--- config.mk ---
export PLATFORM = sky130hd
export DESIGN_NAME = priority_ready_queue
export DESIGN_NICKNAME = d
export VERILOG_FILES = /design/src/rtl/prq_pkg.sv /design/src/rtl/prq_ctrl.sv /design/src/rtl/prq_datapath.sv /design/src/rtl/priority_ready_queue.sv
export SDC_FILE = /design/constraint.sdc
export NUM_CORES = 1
export LEC_CHECK = 0
export BUFFER_PORTS_ARGS = -buffer_cell sky130_fd_sc_hd__buf_4
export CORE_AREA = 2 2 197 199
export CTS_BUF_LIST = sky130_fd_sc_hd__clkbuf_8
export CTS_CLUSTER_DIAMETER = 150
export DETAILED_ROUTE_END_ITERATION = 6
export DIE_AREA = 0 0 199 201
export PLACE_DENSITY = 0.53
export SLEW_MARGIN = 10
export SYNTH_ARGS = -nofsm -noshare
export SYNTH_HDL_FRONTEND = slang
export SYNTH_SLANG_ARGS = --single-unit
--- constraint.sdc ---
create_clock -name clk -period 4.6 [get_ports clk]
set_input_delay 0.92 -clock clk [delete_from_list [all_inputs] [get_ports clk]]
set_output_delay 0.92 -clock clk [all_outputs]
set_load 0.01 [all_outputs]
--- src/rtl/prq_pkg.sv ---
`timescale 1ns / 1ps
// ----------------------------------------------------------------------------
// prq_pkg: shared types for the priority ready queue
// Command and status codes, controller states and the command/status
// bundles that pass between the controller and the datapath.
// ----------------------------------------------------------------------------
package prq_pkg;

	typedef enum logic [1:0] {
		CMD_INSERT = 2'd0,
		CMD_PICK   = 2'd1,
		CMD_REMOVE = 2'd2,
		CMD_CHANGE = 2'd3
	} cmd_code_t;

	typedef enum logic [1:0] {
		STS_OK         = 2'd0,
		STS_FULL       = 2'd1,
		STS_NOT_QUEUED = 2'd2,
		STS_DUP        = 2'd3
	} sts_code_t;

	typedef enum logic [2:0] {
		ST_IDLE,
		ST_DECODE,
		ST_FWD,
		ST_INS_INIT,
		ST_INS,
		ST_INS_HEAD,
		ST_FINISH
	} state_t;

	// controller to datapath
	typedef struct packed {
		logic      accept;       // latch the incoming item
		logic      fwd_init;     // set up a forward pass from the head
		logic      fwd_run;      // forward pass: search, then close the gap
		logic      ins_init;     // set up a backward pass from the tail
		logic      ins_run;      // backward pass: shift up until the slot is found
		logic      head_write;   // new entry goes to the head slot
		logic      cnt_inc;
		logic      cnt_dec;
		logic      set_sts;
		sts_code_t sts;
		logic      clear_chosen; // pick on an empty queue
		logic      load_out;     // move the result into the output register
	} ctl_cmd_t;

	// datapath to controller
	typedef struct packed {
		cmd_code_t cmd;
		logic      cnt_zero;
		logic      full;
		logic      fwd_last;     // last entry of the forward pass is being handled
		logic      found;
		logic      ins_end;      // backward pass is over this cycle
		logic      ins_stopped;  // ... because the slot was found
		logic      out_free;
	} dp_stat_t;

endpackage

--- src/rtl/prq_ctrl.sv ---
`timescale 1ns / 1ps
// ----------------------------------------------------------------------------
// prq_ctrl: sequencer of the priority ready queue
// Decodes the latched command and steps the datapath through its passes.
// ----------------------------------------------------------------------------
module prq_ctrl import prq_pkg::*; (
	input  logic     clk,
	input  logic     arst_n,
	input  logic     cmd_valid,
	output logic     cmd_stall,
	input  dp_stat_t stat,
	output ctl_cmd_t ctl
);

	state_t state_q, state_d;

	always_ff @(posedge clk or negedge arst_n) begin
		if (!arst_n) begin
			state_q <= ST_IDLE;
		end else begin
			state_q <= state_d;
		end
	end

	assign cmd_stall = (state_q != ST_IDLE);

	// next state
	always_comb begin
		state_d = state_q;
		unique case (state_q)
			ST_IDLE: begin
				if (cmd_valid) state_d = ST_DECODE;
			end
			ST_DECODE: begin
				unique case (stat.cmd)
					CMD_INSERT: begin
						if (stat.full) state_d = ST_FINISH;
						else if (stat.cnt_zero) state_d = ST_INS_INIT;
						else state_d = ST_FWD;
					end
					default: begin
						if (stat.cnt_zero) state_d = ST_FINISH;
						else state_d = ST_FWD;
					end
				endcase
			end
			ST_FWD: begin
				if (stat.fwd_last) begin
					if (stat.found && (stat.cmd == CMD_CHANGE)) state_d = ST_INS_INIT;
					else if (!stat.found && (stat.cmd == CMD_INSERT)) state_d = ST_INS_INIT;
					else state_d = ST_FINISH;
				end
			end
			ST_INS_INIT: begin
				if (stat.cnt_zero) state_d = ST_INS_HEAD;
				else state_d = ST_INS;
			end
			ST_INS: begin
				if (stat.ins_end) begin
					if (stat.ins_stopped) state_d = ST_FINISH;
					else state_d = ST_INS_HEAD;
				end
			end
			ST_INS_HEAD: begin
				state_d = ST_FINISH;
			end
			ST_FINISH: begin
				if (stat.out_free) state_d = ST_IDLE;
			end
			default: begin
				state_d = ST_IDLE;
			end
		endcase
	end

	// outputs
	always_comb begin
		ctl     = '0;
		ctl.sts = STS_OK;
		unique case (state_q)
			ST_IDLE: begin
				ctl.accept = cmd_valid;
			end
			ST_DECODE: begin
				ctl.fwd_init = 1'b1;
				unique case (stat.cmd)
					CMD_INSERT: begin
						if (stat.full) begin
							ctl.set_sts = 1'b1;
							ctl.sts     = STS_FULL;
						end
					end
					CMD_PICK: begin
						ctl.clear_chosen = stat.cnt_zero;
					end
					default: begin
						if (stat.cnt_zero) begin
							ctl.set_sts = 1'b1;
							ctl.sts     = STS_NOT_QUEUED;
						end
					end
				endcase
			end
			ST_FWD: begin
				ctl.fwd_run = 1'b1;
				if (stat.fwd_last) begin
					unique case (stat.cmd)
						CMD_INSERT: begin
							if (stat.found) begin
								ctl.set_sts = 1'b1;
								ctl.sts     = STS_DUP;
							end
						end
						CMD_PICK: begin
							ctl.cnt_dec = 1'b1;
						end
						default: begin
							if (stat.found) begin
								ctl.cnt_dec = 1'b1;
							end else begin
								ctl.set_sts = 1'b1;
								ctl.sts     = STS_NOT_QUEUED;
							end
						end
					endcase
				end
			end
			ST_INS_INIT: begin
				ctl.ins_init = 1'b1;
			end
			ST_INS: begin
				ctl.ins_run = 1'b1;
				ctl.cnt_inc = stat.ins_end && stat.ins_stopped;
			end
			ST_INS_HEAD: begin
				ctl.head_write = 1'b1;
			end
			ST_FINISH: begin
				ctl.load_out = stat.out_free;
			end
			default: begin
				ctl = '0;
			end
		endcase
	end

endmodule

--- src/rtl/prq_datapath.sv ---
`timescale 1ns / 1ps
// ----------------------------------------------------------------------------
// prq_datapath: queue storage and scan logic
// Ordered entry memory with one registered read and one write port, the
// scan pointers, the entry count, the head priority copy and the result
// register.
// ----------------------------------------------------------------------------
module prq_datapath import prq_pkg::*; #(
	parameter int MAX_QUEUED = 16,
	parameter int PRIO_WIDTH = 8
) (
	input  logic       clk,
	input  logic       arst_n,
	input  ctl_cmd_t   ctl,
	output dp_stat_t   stat,
	input  logic [1:0] command,
	input  logic [3:0] task_id,
	input  logic [7:0] priority_req,
	output logic       rsp_valid,
	input  logic       rsp_stall,
	output logic [3:0] chosen_task,
	output logic [1:0] status,
	output logic [7:0] head_priority,
	output logic       queue_empty,
	output logic [4:0] queued_count
);

	localparam int AW = $clog2(MAX_QUEUED);
	localparam int CW = $clog2(MAX_QUEUED + 1);
	localparam logic [PRIO_WIDTH-1:0] PRIO_ALL_ONES = '1;

	// entry storage, index 0 is the head
	logic [3:0]            mem_task [MAX_QUEUED];
	logic [PRIO_WIDTH-1:0] mem_prio [MAX_QUEUED];

	cmd_code_t             cmd_q;
	logic [3:0]            id_q;
	logic [PRIO_WIDTH-1:0] prio_q;
	logic [CW-1:0]         count_q;
	logic [PRIO_WIDTH-1:0] head_q;
	logic [AW-1:0]         rd_ptr_q;
	logic [CW-1:0]         remain_q;
	logic                  found_q;
	logic [3:0]            chosen_q;
	sts_code_t             sts_q;

	logic                  vld_s1;
	logic [AW-1:0]         idx_s1;
	logic [3:0]            rtask_s1;
	logic [PRIO_WIDTH-1:0] rprio_s1;

	logic                  out_valid_q;
	logic [3:0]            out_task_q;
	sts_code_t             out_sts_q;
	logic [7:0]            out_head_q;
	logic                  out_empty_q;
	logic [4:0]            out_count_q;

	logic                  rd_go;
	logic                  proc_fwd, proc_ins;
	logic                  match_now, stop_now;
	logic [AW-1:0]         last_idx;
	logic                  shift_we, ins_we, we;
	logic [AW-1:0]         wr_addr;
	logic [3:0]            wr_task;
	logic [PRIO_WIDTH-1:0] wr_prio;

	assign last_idx = AW'(count_q - CW'(1));
	assign rd_go    = (ctl.fwd_run || ctl.ins_run) && (remain_q != '0);

	// forward pass: find the entry, then (but for an insert) move every later entry down one slot
	assign proc_fwd  = ctl.fwd_run && vld_s1;
	assign match_now = (cmd_q == CMD_PICK) ? (idx_s1 == '0) : (rtask_s1 == id_q);
	assign shift_we  = proc_fwd && found_q && (cmd_q != CMD_INSERT);

	// backward pass: move entries up one slot until one is not less urgent
	assign proc_ins = ctl.ins_run && vld_s1;
	assign stop_now = proc_ins && (rprio_s1 <= prio_q);
	assign ins_we   = proc_ins;

	assign we = shift_we || ins_we || ctl.head_write;

	always_comb begin
		wr_addr = '0;
		wr_task = id_q;
		wr_prio = prio_q;
		priority if (shift_we) begin
			wr_addr = AW'(idx_s1 - AW'(1));
			wr_task = rtask_s1;
			wr_prio = rprio_s1;
		end else if (ins_we) begin
			wr_addr = AW'(idx_s1 + AW'(1));
			if (!stop_now) begin
				wr_task = rtask_s1;
				wr_prio = rprio_s1;
			end
		end
	end

	always_ff @(posedge clk) begin
		if (we) begin
			mem_task[wr_addr] <= wr_task;
			mem_prio[wr_addr] <= wr_prio;
		end
		if (rd_go) begin
			rtask_s1 <= mem_task[rd_ptr_q];
			rprio_s1 <= mem_prio[rd_ptr_q];
			idx_s1   <= rd_ptr_q;
		end
	end

	// scan pointers and item fields
	always_ff @(posedge clk) begin
		if (ctl.accept) begin
			cmd_q    <= cmd_code_t'(command);
			id_q     <= task_id;
			prio_q   <= PRIO_WIDTH'(priority_req);
			chosen_q <= task_id;
			sts_q    <= STS_OK;
		end else begin
			if (ctl.set_sts) sts_q <= ctl.sts;
			if (ctl.clear_chosen) chosen_q <= '0;
			if (proc_fwd && match_now && !found_q && (cmd_q == CMD_PICK)) begin
				chosen_q <= rtask_s1;
			end
		end
		if (ctl.fwd_init) begin
			rd_ptr_q <= '0;
			remain_q <= count_q;
		end else if (ctl.ins_init) begin
			rd_ptr_q <= last_idx;
			remain_q <= count_q;
		end else if (rd_go) begin
			rd_ptr_q <= ctl.fwd_run ? AW'(rd_ptr_q + AW'(1)) : AW'(rd_ptr_q - AW'(1));
			remain_q <= CW'(remain_q - CW'(1));
		end
		if (we && (wr_addr == '0)) head_q <= wr_prio;
	end

	always_ff @(posedge clk or negedge arst_n) begin
		if (!arst_n) begin
			count_q <= '0;
			found_q <= 1'b0;
			vld_s1  <= 1'b0;
		end else begin
			vld_s1 <= rd_go;
			if (ctl.fwd_init) found_q <= 1'b0;
			else if (proc_fwd && match_now) found_q <= 1'b1;
			if (ctl.cnt_dec) count_q <= CW'(count_q - CW'(1));
			else if (ctl.cnt_inc || ctl.head_write) count_q <= CW'(count_q + CW'(1));
		end
	end

	// result register
	always_ff @(posedge clk or negedge arst_n) begin
		if (!arst_n) begin
			out_valid_q <= 1'b0;
		end else if (ctl.load_out) begin
			out_valid_q <= 1'b1;
		end else if (!rsp_stall) begin
			out_valid_q <= 1'b0;
		end
	end

	always_ff @(posedge clk) begin
		if (ctl.load_out) begin
			out_task_q  <= chosen_q;
			out_sts_q   <= sts_q;
			out_head_q  <= (count_q == '0) ? 8'(PRIO_ALL_ONES) : 8'(head_q);
			out_empty_q <= (count_q == '0);
			out_count_q <= 5'(count_q);
		end
	end

	assign rsp_valid     = out_valid_q;
	assign chosen_task   = out_task_q;
	assign status        = out_sts_q;
	assign head_priority = out_head_q;
	assign queue_empty   = out_empty_q;
	assign queued_count  = out_count_q;

	always_comb begin
		stat.cmd         = cmd_q;
		stat.cnt_zero    = (count_q == '0);
		stat.full        = (count_q >= CW'(MAX_QUEUED));
		stat.fwd_last    = proc_fwd && (idx_s1 == last_idx);
		stat.found       = found_q || (proc_fwd && match_now);
		stat.ins_end     = proc_ins && (stop_now || (idx_s1 == '0));
		stat.ins_stopped = stop_now;
		stat.out_free    = !out_valid_q || !rsp_stall;
	end

	// checks
	a_count_bound: assert property (@(posedge clk) disable iff (!arst_n)
		count_q <= CW'(MAX_QUEUED))
		else $error("entry count above capacity");

	a_count_step: assert property (@(posedge clk) disable iff (!arst_n)
		1 |=> (count_q == $past(count_q)) || (count_q == CW'($past(count_q) + CW'(1)))
			|| (count_q == CW'($past(count_q) - CW'(1))))
		else $error("entry count moved by more than one");

	a_ins_room: assert property (@(posedge clk) disable iff (!arst_n)
		(ins_we || ctl.head_write) |-> (count_q < CW'(MAX_QUEUED)))
		else $error("insert write into a full queue");

	a_empty_count: assert property (@(posedge clk) disable iff (!arst_n)
		ctl.load_out |=> (out_empty_q == (out_count_q == '0)))
		else $error("empty flag disagrees with count");

endmodule

--- src/rtl/priority_ready_queue.sv ---
`timescale 1ns / 1ps
// ----------------------------------------------------------------------------
// priority_ready_queue: scheduler ready queue ordered by priority
// Keeps queued task ids sorted by priority, first in first out within a level,
// and serves insert, pick, remove and priority change commands.
// ----------------------------------------------------------------------------
// One command item is taken at a time; cmd_stall is low only while the block
// waits for a new item. A pick or remove walks the queued entries once, and
// an insert or priority change may walk them twice; commands that fail on
// an empty or full queue walk none at all. The pace is set by the single
// read port of the entry memory: one entry is visited per cycle, once
// forward from the head to find a task and close the gap it leaves, and once
// backward from the tail to open the slot for an inserted task. The result
// sits in an output register, so the next command is taken while it waits on
// rsp_stall. No clearing pass is needed after reset.
// ----------------------------------------------------------------------------
module priority_ready_queue import prq_pkg::*; #(
	parameter int MAX_QUEUED = 16,
	parameter int PRIO_WIDTH = 8
) (
	input  logic       clk,
	input  logic       arst_n,
	// command channel
	input  logic       cmd_valid,
	output logic       cmd_stall,
	input  logic [1:0] command,
	input  logic [3:0] task_id,
	input  logic [7:0] priority_req,
	// result channel
	output logic       rsp_valid,
	input  logic       rsp_stall,
	output logic [3:0] chosen_task,
	output logic [1:0] status,
	output logic [7:0] head_priority,
	output logic       queue_empty,
	output logic [4:0] queued_count
);

	ctl_cmd_t ctl;
	dp_stat_t stat;

	// sequencer: decodes each item and runs the scan passes
	prq_ctrl u_ctrl (
		.clk       (clk),
		.arst_n    (arst_n),
		.cmd_valid (cmd_valid),
		.cmd_stall (cmd_stall),
		.stat      (stat),
		.ctl       (ctl)
	);

	// storage, scan pointers, count and the result register
	prq_datapath #(
		.MAX_QUEUED (MAX_QUEUED),
		.PRIO_WIDTH (PRIO_WIDTH)
	) u_datapath (
		.clk           (clk),
		.arst_n        (arst_n),
		.ctl           (ctl),
		.stat          (stat),
		.command       (command),
		.task_id       (task_id),
		.priority_req  (priority_req),
		.rsp_valid     (rsp_valid),
		.rsp_stall     (rsp_stall),
		.chosen_task   (chosen_task),
		.status        (status),
		.head_priority (head_priority),
		.queue_empty   (queue_empty),
		.queued_count  (queued_count)
	);

endmodule
==> results.md, run 1 <==
* Worst-path clk slew at 0.06 ns
* Result of the run: completed
* Pin count of the biggest net entering global routing at 30
* Count of maximum capacitance violations at 0
* Number of I/O port buffers at 39
* Total detailed-routing wirelength at 25100 µm
* Largest vdd supply drop at 0.236 mV
* Final Setup Violations at 0
* Vias post-DR at 5679
* Routability congestion estimate at 0.736
* Fraction of final layout cells sized beyond drive strength 1 at 30.3%
* Drt first-iter violations at 365
* Nets in the synthesized netlist at 642
* Global-route wire length before repair at 37900 µm
* Signed area change from the synthesized netlist to the final layout at 15.6%
* Post-synth EDFFs at 251
* Number of nets still failing antenna checks after routing at 0
* Number of endpoints with negative hold slack in the final report at 0
* Final Cycle Share at 66.7%
* Die area at 40000 µm²
* Arrival @ worst endpoint at 3.25 ns
* Pin slew with the least headroom to its limit at 1.11 ns
* Worst path slowest cell: dfrtp_1
* DRT Pass-1 Iters at 5
* CP Capture Type: flip-flop
* Max-slew violations at 0
* Hold Path Class: in -> async
* Post-Place Cells at 1156
* Post-DR vias/cell at 4.60
* Cell count after synthesis at 606
* CTS tree: yes
* Antenna violations before repair at 0
* Type of the worst setup path: reg -> reg
* Synthesis warning total at 0
* Final TNS setup at 0 ns
* Std-Cell Rows at 72
* Portion of the post-synthesis area used by sequential elements at 70.8%
* CTS-repair resized insts at 0
* Mean post-synth cell area at 18.5 µm²
* Effective utilization at floorplan at 29.4%
* Flip-flop cell with the highest count after synthesis: edfxtp_1
* Die width at 199 µm
* Hold buffer count at cts at 0
* Diodes inserted at 0
* Slew Limit Headroom at 26.0%
* Number of fillers in the final layout at 3624
* CP Launch Type: flip-flop
* Non-filler instance count after layout at 1234
* Worst-case clock skew at 0.0182 ns
* Min cycle time layout at 3.07 ns
* Post-CTS Setup Repair Bufs at 0
* Clock insertion delay at the later pin of the skew report at 0.55 ns
* Cell Area, Synth at 11200 µm²
* List of cells traversed by the critical path: and4bb_4 > and3_1 > a221oi_1 > o21bai_4 > nand3_1 > nor2_2
* Post-synthesis register bit count at 268
* Cell Pwr Density at 613 nW/µm²
* Critical Path RT at 4.78 ns
* Biggest fanout along the worst timing path at 17
* Number of remaining DRC errors at 0
* Die height at 201 µm
* Maximum buffer depth of the clock tree at 3
* Hpwl dp at 16400 µm
* Number of buffers created by CTS at 43
* Area of the core region at 38100 µm²
* Hold WS at 0.202 ns
* Share of synthesized registers carrying an async set or reset at 4.10%
* Number of nets in the layout at 719
* Total track usage at 12.8%
* Total power at 7.95 mW
* Delay contributed by the slowest stage of the critical path at 0.72 ns
* I/O pin cnt at 40
* Count of H-tree levels built during CTS at 2
* Total leakage power at 4.33 nW
* Root buf cell: clkbuf_8
* Clock sink total at 268
* Vias in the first global route at 5879
* Average wire length per cell after detail routing at 20.4 µm
* Distinct cell type count of the synthesized netlist at 66
* Max Clk Rate at 326 MHz
* Residual overflow from global routing at 0
* Unrepaired setup endpoints after global routing: false
[critical path: cells and delay by family, from the launching register on]
| family | cells | cell delay, ns |
|---|---|---|
| and+or+nand+nor | 4 | 1.50 |
| AOI/OAI and AO/OA | 2 | 0.46 |
| DFF | 1 | 0.72 |
[layout make-up]
type	count	area [µm²]	area share, %
sequential	268	7940	61.3
inverter	22	82.6	0.637
timing repair buffer	58	450	3.48
clock buffer	43	592	4.57
multi-input combinational	290	3070	23.7
tap	518	648	5.00
clock inverter	35	175	1.35
[kinds of logic after synthesis]
family,after synthesis,share of synthesized area (%)
XOR/XNOR,22,1.91
adder cells (fa/ha/maj),18,2.08
buffers and inverters,48,2.07
AND/OR/NAND/NOR,106,5.01
flip-flops,268,70.8
multiplexers,81,14.1
AO/OA/AOI/OAI,63,4.06
[power breakdown]
group          leakage (nW)  total (mW)  switching (mW)  internal (mW)
Combinational          1.40        2.40            1.24           1.16
Sequential             2.46        3.69           0.476           3.21
Clock                 0.467        1.86           0.928          0.933
Total                  4.33        7.95            2.64           5.31
[through the flow]
stage | setup WS (ns) | instance area, µm² | utilization, %
2_1_floorplan | 2.15 | 11200 | -
3_3_place_gp | 1.13 | 12100 | 31.9
3_5_place_dp | 1.26 | 12200 | 32.0
4_1_cts | 1.26 | 13000 | 34.0
5_1_grt | 1.31 | 13000 | 34.0
6_report | 1.53 | 13000 | 34.0
[placed cells by master, fill, tap and decap left out, types with 10 or more instances in the layout]
master,count
mux2_2,13
nor2_2,10
a21oi_1,19
inv_1,42
buf_4,56
nor2_1,26
xnor2_1,14
dfrtp_1,11
nand2_1,23
ha_1,17
edfxtp_1,251
clkbuf_8,43
mux4_2,60
[flip-flops by register name (all words and copies together), names as in the netlist, 2 cells and up]
| register | cells |
|---|---|
| u_datapath.status | 2 |
| u_datapath.id_q | 4 |
| u_datapath.head_priority | 8 |
| u_datapath.chosen_q | 4 |
| u_datapath.count_q | 5 |
| u_datapath.rd_ptr_q | 4 |
| u_ctrl.state_q | 3 |
| u_datapath.mem_prio | 121 |
| u_datapath.mem_task | 64 |
| u_datapath.prio_q | 8 |
| u_datapath.rtask_s1 | 4 |
| u_datapath.head_q | 7 |
| u_datapath.remain_q | 5 |
| u_datapath.queued_count | 5 |
| u_datapath.cmd_q | 2 |
| u_datapath.sts_q | 2 |
| u_datapath.rprio_s1 | 8 |
| u_datapath.chosen_task | 4 |
| u_datapath.idx_s1 | 4 |
[layer usage]
metal  vias to the layer above  share of wire (%)  wire (µm)  track usage, %
met1                      2935                 45      11300            17.3
li1                       2573                  -          -               -
met5                         -                  0          0               0
met3                        47                4.5       1130            2.74
met2                       124                 48      12100            20.7
met4                         0                2.3        572            4.08
[path summary, 6_finish.rpt]
kind                                   startpoint  slack [ns]  cells after the start                        end
max                             u_ctrl.state_q[2]        1.53                      6  u_datapath.mem_prio[4][5]
min                                        arst_n        0.20                      1          u_datapath.vld_s1
max reg2reg                     u_ctrl.state_q[2]        1.53                      6  u_datapath.mem_prio[4][5]
min reg2reg                u_datapath.chosen_q[1]        0.42                      0  u_datapath.chosen_task[1]
max in group asynchronous                  arst_n        4.23                      1      u_datapath.count_q[1]
min in group clk           u_datapath.chosen_q[1]        0.42                      0  u_datapath.chosen_task[1]
[Yosys cell counts, drive strengths merged, types with 8 or more instances]
library cell  number  area [µm²]
ha                17         213
xnor2             15         139
nand2             23        86.3
o21ai             11        58.8
buf               15         108
or2               11        71.3
a21oi             20         100
nor2              36         145
inv               22        82.6
clkbuf            11        41.3
mux4              60        1350
edfxtp           251        7540
mux2i              8        80.1
dfrtp             11         275
mux2              13         146
No activity file was read; power rests on OpenSTA's default activity.
==> inputs of run 2 (changes only) <==
Clock period 4.6 ns to 3 ns, I/O delays scaled along.
==> run 2 against run 1 <==
  * Cell count is 2.8% higher
  * Sequential power rose by 46%
  * Routed wire length is 2.1% higher
  * First-iteration DRC count grew 3.8%
  * Fmax is 15% higher
  * Hold slack gained 0.018 ns
  * Global-route usage up 0.49 points
  * Non-clock buffer count is 34 higher
  * Core utilization increased by 0.91 points
  * Sequential share of layout area fell by 1.6 points
  * Sequential cell count is the same
  * Die area is the same
==> results.md, run 2 (synthesized netlist as in run 1, its figures left out) <==
* CTS-repair resized insts at 0 (unchanged)
* Diodes inserted at 0 (unchanged)
* Area of the core region at 38100 µm² (unchanged)
* Worst Reg2Reg Path Length in Cells at 7 (+1)
* Std-Cell Rows at 72 (unchanged)
* Worst-path clk slew at 0.06 ns (about the same)
* Total leakage power at 4.51 nW (+4.2%)
* Largest vdd supply drop at 0.462 mV (+96%)
* Setup slack on the worst flop-to-flop path at 0.34 ns (-1.19 ns)
* Largest registers ranked by flip-flop count: u_datapath.mem_prio (121), u_datapath.mem_task (64)
* Worst path depth at 7 (+1)
* Number of endpoints with negative hold slack in the final report at 0 (unchanged)
* Signed area change from the synthesized netlist to the final layout at 18.7%
* Average wire length per cell after detail routing at 20.2 µm (-0.76%)
* Number of remaining DRC errors at 0 (unchanged)
* CTS tree: yes
* Arrival @ worst endpoint at 2.91 ns (-0.34 ns)
* Vias post-DR at 5790 (+2.0%)
* Routability congestion estimate at 0.778 (+5.7%)
* Post-DR vias/cell at 4.56 (-0.86%)
* Die width at 199 µm (unchanged)
* Number of I/O port buffers at 39 (unchanged)
* Cell Pwr Density at 938 nW/µm² (+53%)
* Residual overflow from global routing at 0 (unchanged)
* DRT Pass-1 Iters at 6 (+1)
* Final TNS setup at 0 ns (unchanged)
* Hold buffer count at cts at 1 (+1)
* Clock insertion delay at the later pin of the skew report at 0.57 ns (+0.02 ns)
* Count of maximum capacitance violations at 0 (unchanged)
* Post-DP Area at 12400 µm² (+2.1%)
* Delay contributed by the slowest stage of the critical path at 0.49 ns (-0.23 ns)
* Fraction of final layout cells sized beyond drive strength 1 at 33.6% (+3.2 points)
* List of cells traversed by the critical path: ha_1 > nand2_1 > o21ai_0 > o22ai_1 > o21ai_2 > buf_4 > mux2_2
* Post-CTS Setup Repair Bufs at 0 (unchanged)
* Worst path slowest cell: mux2_2
* Pin count of the biggest net entering global routing at 53 (+77%)
* Min cycle time layout at 2.66 ns (-0.406 ns)
* Worst-case clock skew at 0.0318 ns (+0.0136 ns)
* Die height at 201 µm (unchanged)
* Number of nets in the layout at 754 (+4.9%)
* Die area at 40000 µm² (unchanged)
* Slew Limit Headroom at 62.2% (+36 points)
* Total detailed-routing wirelength at 25600 µm (+2.1%)
* Count of H-tree levels built during CTS at 2 (unchanged)
* Total track usage at 13.3% (+0.49 points)
* Register ranked first by flip-flop count: u_datapath.mem_prio
* Drt first-iter violations at 379 (+3.8%)
* Type of the worst setup path: reg -> reg
* Max-slew violations at 0 (unchanged)
* Hold path depth at 1
* Number of nets still failing antenna checks after routing at 0 (unchanged)
* Commonest cells after routing, fill and taps aside: edfxtp_1 (251), buf_4 (88), mux4_2 (60)
* Final std cell area, no fill at 13300 µm² (+2.7%)
* Unrepaired setup endpoints after global routing: false
* Most common cell after layout, fill and taps aside: edfxtp_1
* Root buf cell: clkbuf_8
* I/O pin cnt at 40 (unchanged)
* Clock sink total at 268 (unchanged)
* Hold Path Class: in -> reg
* Effective utilization at floorplan at 29.4% (unchanged)
* Final Cycle Share at 88.7% (+22 points)
* Biggest fanout along the worst timing path at 16 (-1)
* Worst path bufs/invs at 1 (+1)
* Pin slew with the least headroom to its limit at 0.566 ns (-0.541 ns)
* CP Launch Type: flip-flop
* Hold WS at 0.221 ns (+0.0184 ns)
* Critical Path RT at 3.24 ns (-1.54 ns)
* Vias in the first global route at 6033 (+2.6%)
* Number of flip-flops in the largest register at 121 (unchanged)
* Hpwl dp at 16600 µm (+1.2%)
* Antenna violations before repair at 0 (unchanged)
* Number of buffers created by CTS at 44 (+2.3%)
* Maximum buffer depth of the clock tree at 3 (unchanged)
* Final Setup Violations at 0 (unchanged)
* Max Clk Rate at 376 MHz (+15%)
* Global-route wire length before repair at 38700 µm (+2.2%)
* CP Capture Type: flip-flop
* Result of the run: completed
* Core Util, Final at 34.9% (+0.91 points)
* Crit-path leading delay family: compound AO/OA/AOI/OAI gates
## run 2: metrics by stage
stage	total power, mW	setup slack, ns	std cells
global placement	9.57	0.397	1189
floorplan	8.25	0.549	606
CTS	12.7	0.339	1269
finish	12.5	0.338	1269
detailed placement	9.55	0.379	1189
global route	13.3	0.195	1269
## run 2: power by group
| group | internal [mW] | leakage [nW] | switching (mW) | total [mW] |
|---|---|---|---|---|
| clock network | 1.66 | 0.459 | 1.42 | 3.08 |
| registers | 4.93 | 2.46 | 0.469 | 5.40 |
| logic | 1.92 | 1.59 | 2.08 | 4.00 |
| total | 8.51 | 4.51 | 3.97 | 12.5 |
## run 2: final timing paths
check                                             from                        end
min in group asynchronous                       arst_n      u_datapath.count_q[0]
max in group asynchronous                       arst_n         u_datapath.found_q
worst min register to register  u_datapath.chosen_q[0]  u_datapath.chosen_task[0]
worst max register to register  u_datapath.rprio_s1[7]  u_datapath.mem_prio[7][1]
worst min-delay path                        command[0]        u_datapath.cmd_q[0]
worst max-delay path            u_datapath.rprio_s1[7]  u_datapath.mem_prio[7][1]
## run 2: layout make-up
| class | count | area [µm²] |
|---|---|---|
| multi-input combinational | 290 | 3060 |
| fill | 3613 | 24800 |
| sequential | 268 | 7940 |
| timing repair buffer | 92 | 731 |
| tap | 518 | 648 |
| inverter | 22 | 82.6 |
| clock buffer | 45 | 619 |
| clock inverter | 34 | 230 |
## run 2: metal layers
layer	wire length [µm]	global-route usage (%)
met1	11000	17.4
met2	12600	21.8
met3	1390	2.69
met4	629	5.09
met5	0	0
==> inputs of run 3 (changes only) <==
Settings changed: CTS_BUF_LIST sky130_fd_sc_hd__clkbuf_8 to unset.
==> run 3 against run 2 <==
  * Fmax barely moved
  * Routed wire length fell by 1.2%
  * Global-route usage fell by 0.33 points
  * Sequential power barely moved
  * Sequential cell count did not move
  * Hold slack improved by 0.021 ns
  * Setup slack improved by 0.00092 ns
  * Clock-buffer cell count fell by 14
  * Design area barely moved
  * Cell count fell by 2.4%
==> results.md, run 3 (synthesized netlist as in run 1, its figures left out) <==
* Diodes inserted at 0 (unchanged)
* Effective utilization at floorplan at 29.4% (unchanged)
* Worst path slowest cell: mux2_2
* Critical Path Source: u_datapath.rprio_s1[7]
* Max Clk Rate at 376 MHz (about the same)
* Cell Pwr Density at 947 nW/µm² (+1.0%)
* Worst path bufs/invs at 1 (unchanged)
* Worst-case clock skew at 0.0203 ns (-0.0115 ns)
* Die height at 201 µm (unchanged)
* Count of H-tree levels built during CTS at 1 (-1)
* CP Capture Type: flip-flop
* Clock insertion delay at the later pin of the skew report at 0.55 ns (-0.02 ns)
* CTS tree: yes
* Signed area change from the synthesized netlist to the final layout at 18.7% (about the same)
* Worst-path clk slew at 0.06 ns (about the same)
* Antenna violations before repair at 0 (unchanged)
* Post-DR vias/cell at 4.58 (+0.46%)
* Routability congestion estimate at 0.778 (unchanged)
* Largest vdd supply drop at 0.485 mV (+5.1%)
* Core Util, Final at 34.9% (about the same)
* Register ranked first by flip-flop count: u_datapath.mem_prio
* Area of the core region at 38100 µm² (unchanged)
* Root buf cell: clkbuf_16
* Reg2Reg Launch Point: u_datapath.rprio_s1[7]
* Delay contributed by the slowest stage of the critical path at 0.49 ns (about the same)
* Arrival @ worst endpoint at 2.90 ns (about the same)
* Die area at 40000 µm² (unchanged)
* Max-slew violations at 0 (unchanged)
* Non-filler instance count after layout at 1239 (-2.4%)
* Final std cell area, no fill at 13300 µm² (about the same)
* Final Setup Violations at 0 (unchanged)
* Residual overflow from global routing at 0 (unchanged)
* Total power at 12.6 mW (+1.0%)
* Maximum buffer depth of the clock tree at 3 (unchanged)
* Number of remaining DRC errors at 0 (unchanged)
* Pin count of the biggest net entering global routing at 53 (unchanged)
* CP Launch Type: flip-flop
* Final TNS setup at 0 ns (unchanged)
* Fraction of final layout cells sized beyond drive strength 1 at 32.2% (-1.4 points)
* Std-Cell Rows at 72 (unchanged)
* Hold path start: command[0]
* Number of flip-flops in the largest register at 121 (unchanged)
* List of cells traversed by the critical path: ha_1 > nand2_1 > o21ai_0 > o22ai_1 > o21ai_2 > buf_4 > mux2_2
* Largest registers ranked by flip-flop count: u_datapath.mem_prio (121), u_datapath.mem_task (64)
* Clock sink total at 268 (unchanged)
* Vias post-DR at 5679 (-1.9%)
* Final Cycle Share at 88.7% (about the same)
* Die width at 199 µm (unchanged)
* Total track usage at 13.0% (-0.33 points)
* Post-Place Cells at 1189 (unchanged)
* Count of maximum capacitance violations at 0 (unchanged)
* Most common cell after layout, fill and taps aside: edfxtp_1
* Slew Limit Headroom at 62.5% (+0.35 points)
* Global-route wire length before repair at 38200 µm (-1.2%)
* Number of endpoints with negative hold slack in the final report at 0 (unchanged)
* Hpwl dp at 16600 µm (unchanged)
* Type of the worst setup path: reg -> reg
* Drt first-iter violations at 425 (+12%)
* Total detailed-routing wirelength at 25300 µm (-1.2%)
* Number of I/O port buffers at 39 (unchanged)
* Crit-path leading delay family: compound AO/OA/AOI/OAI gates
* DRT Pass-1 Iters at 4 (-2)
* I/O pin cnt at 40 (unchanged)
* Post-DP Area at 12400 µm² (unchanged)
* Number of nets in the layout at 737 (-2.3%)
* Min cycle time layout at 2.66 ns (-0.000924 ns)
* Vias in the first global route at 5899 (-2.2%)
* Hold Path Class: in -> reg
* Result of the run: completed
* Average wire length per cell after detail routing at 20.4 µm (+1.2%)
* Unrepaired setup endpoints after global routing: false
* Biggest fanout along the worst timing path at 16 (unchanged)
* Commonest cells after routing, fill and taps aside: edfxtp_1 (251), buf_4 (88), mux4_2 (60)
* Total leakage power at 4.46 nW (-1.0%)
* Critical Path RT at 3.24 ns (about the same)
* CTS-repair resized insts at 0 (unchanged)
* Number of buffers created by CTS at 27 (-39%)
* Pin slew with the least headroom to its limit at 0.561 ns (-0.00522 ns)
* Number of nets still failing antenna checks after routing at 0 (unchanged)
==> run 3: cell types whose count changed in the layout (fill, tap and decap cells not counted) <==
cell	delta
clkbuf_1	+4
clkinv_4	+1
inv_1	-9
bufinv_16	-1
clkbuf_8	-45
clkinvlp_4	-2
clkinv_2	-1
inv_16	+1
clkinv_1	-5
clkbuf_16	+27
==> run 3: final cells by class <==
type / count / area, µm²
tap: 518 / 648
sequential: 268 / 7940
clock inverter: 18 / 156
fill: 3601 / 24800
inverter: 22 / 82.6
timing repair buffer: 92 / 731
clock buffer: 31 / 691
multi-input combinational: 290 / 3060
==> run 3: timing repair <==
| action | CTS | global route |
|---|---|---|
| hold endpoints to repair | 11 | 0 |
| hold buffers | 1 | 0 |
| setup buffers | 0 | 0 |
==> run 3: through the flow <==
step | setup slack [ns] | hold slack, ns
finish | 0.339 | 0.242
global route | 0.189 | 0.220
CTS | 0.355 | 0.215
detailed placement | 0.379 | 0.406
global placement | 0.397 | 0.402
floorplan | 0.549 | 0.304
==> run 3: report_power, final <==
part,leakage (nW),switching (mW),internal (mW)
Combinational,1.59,2.07,1.92
Sequential,2.46,0.464,4.93
Clock,0.413,1.39,1.83
==> run 3: path summary, 6_finish.rpt <==
| check | slack, ns | end | cells past startpoint |
|---|---|---|---|
| max | 0.34 | u_datapath.mem_prio[9][1] | 7 |
| min | 0.24 | u_datapath.cmd_q[0] | 1 |
| max reg2reg | 0.34 | u_datapath.mem_prio[9][1] | 7 |
| min reg2reg | 0.42 | u_datapath.chosen_task[1] | 0 |
| max in group asynchronous | 2.38 | u_datapath.found_q | 2 |
| min in group asynchronous | 0.44 | u_datapath.count_q[2] | 2 |
==> run 3: worst register-to-register path, cell delays in order, from the launching register on <==
cell,delay (ns)
edfxtp_1,0.40
ha_1,0.34
nand2_1,0.05
o21ai_0,0.45
o22ai_1,0.25
o21ai_2,0.18
buf_4,0.20
mux2_2,0.49
==> run 3: metal layers <==
metal	track usage [%]	up-vias	share of wire [%]
met2	21.7	102	49
met4	3.65	0	2.2
met3	2.02	36	4.6
met1	17.6	2938	44
li1	-	2603	-
met5	0	-	0
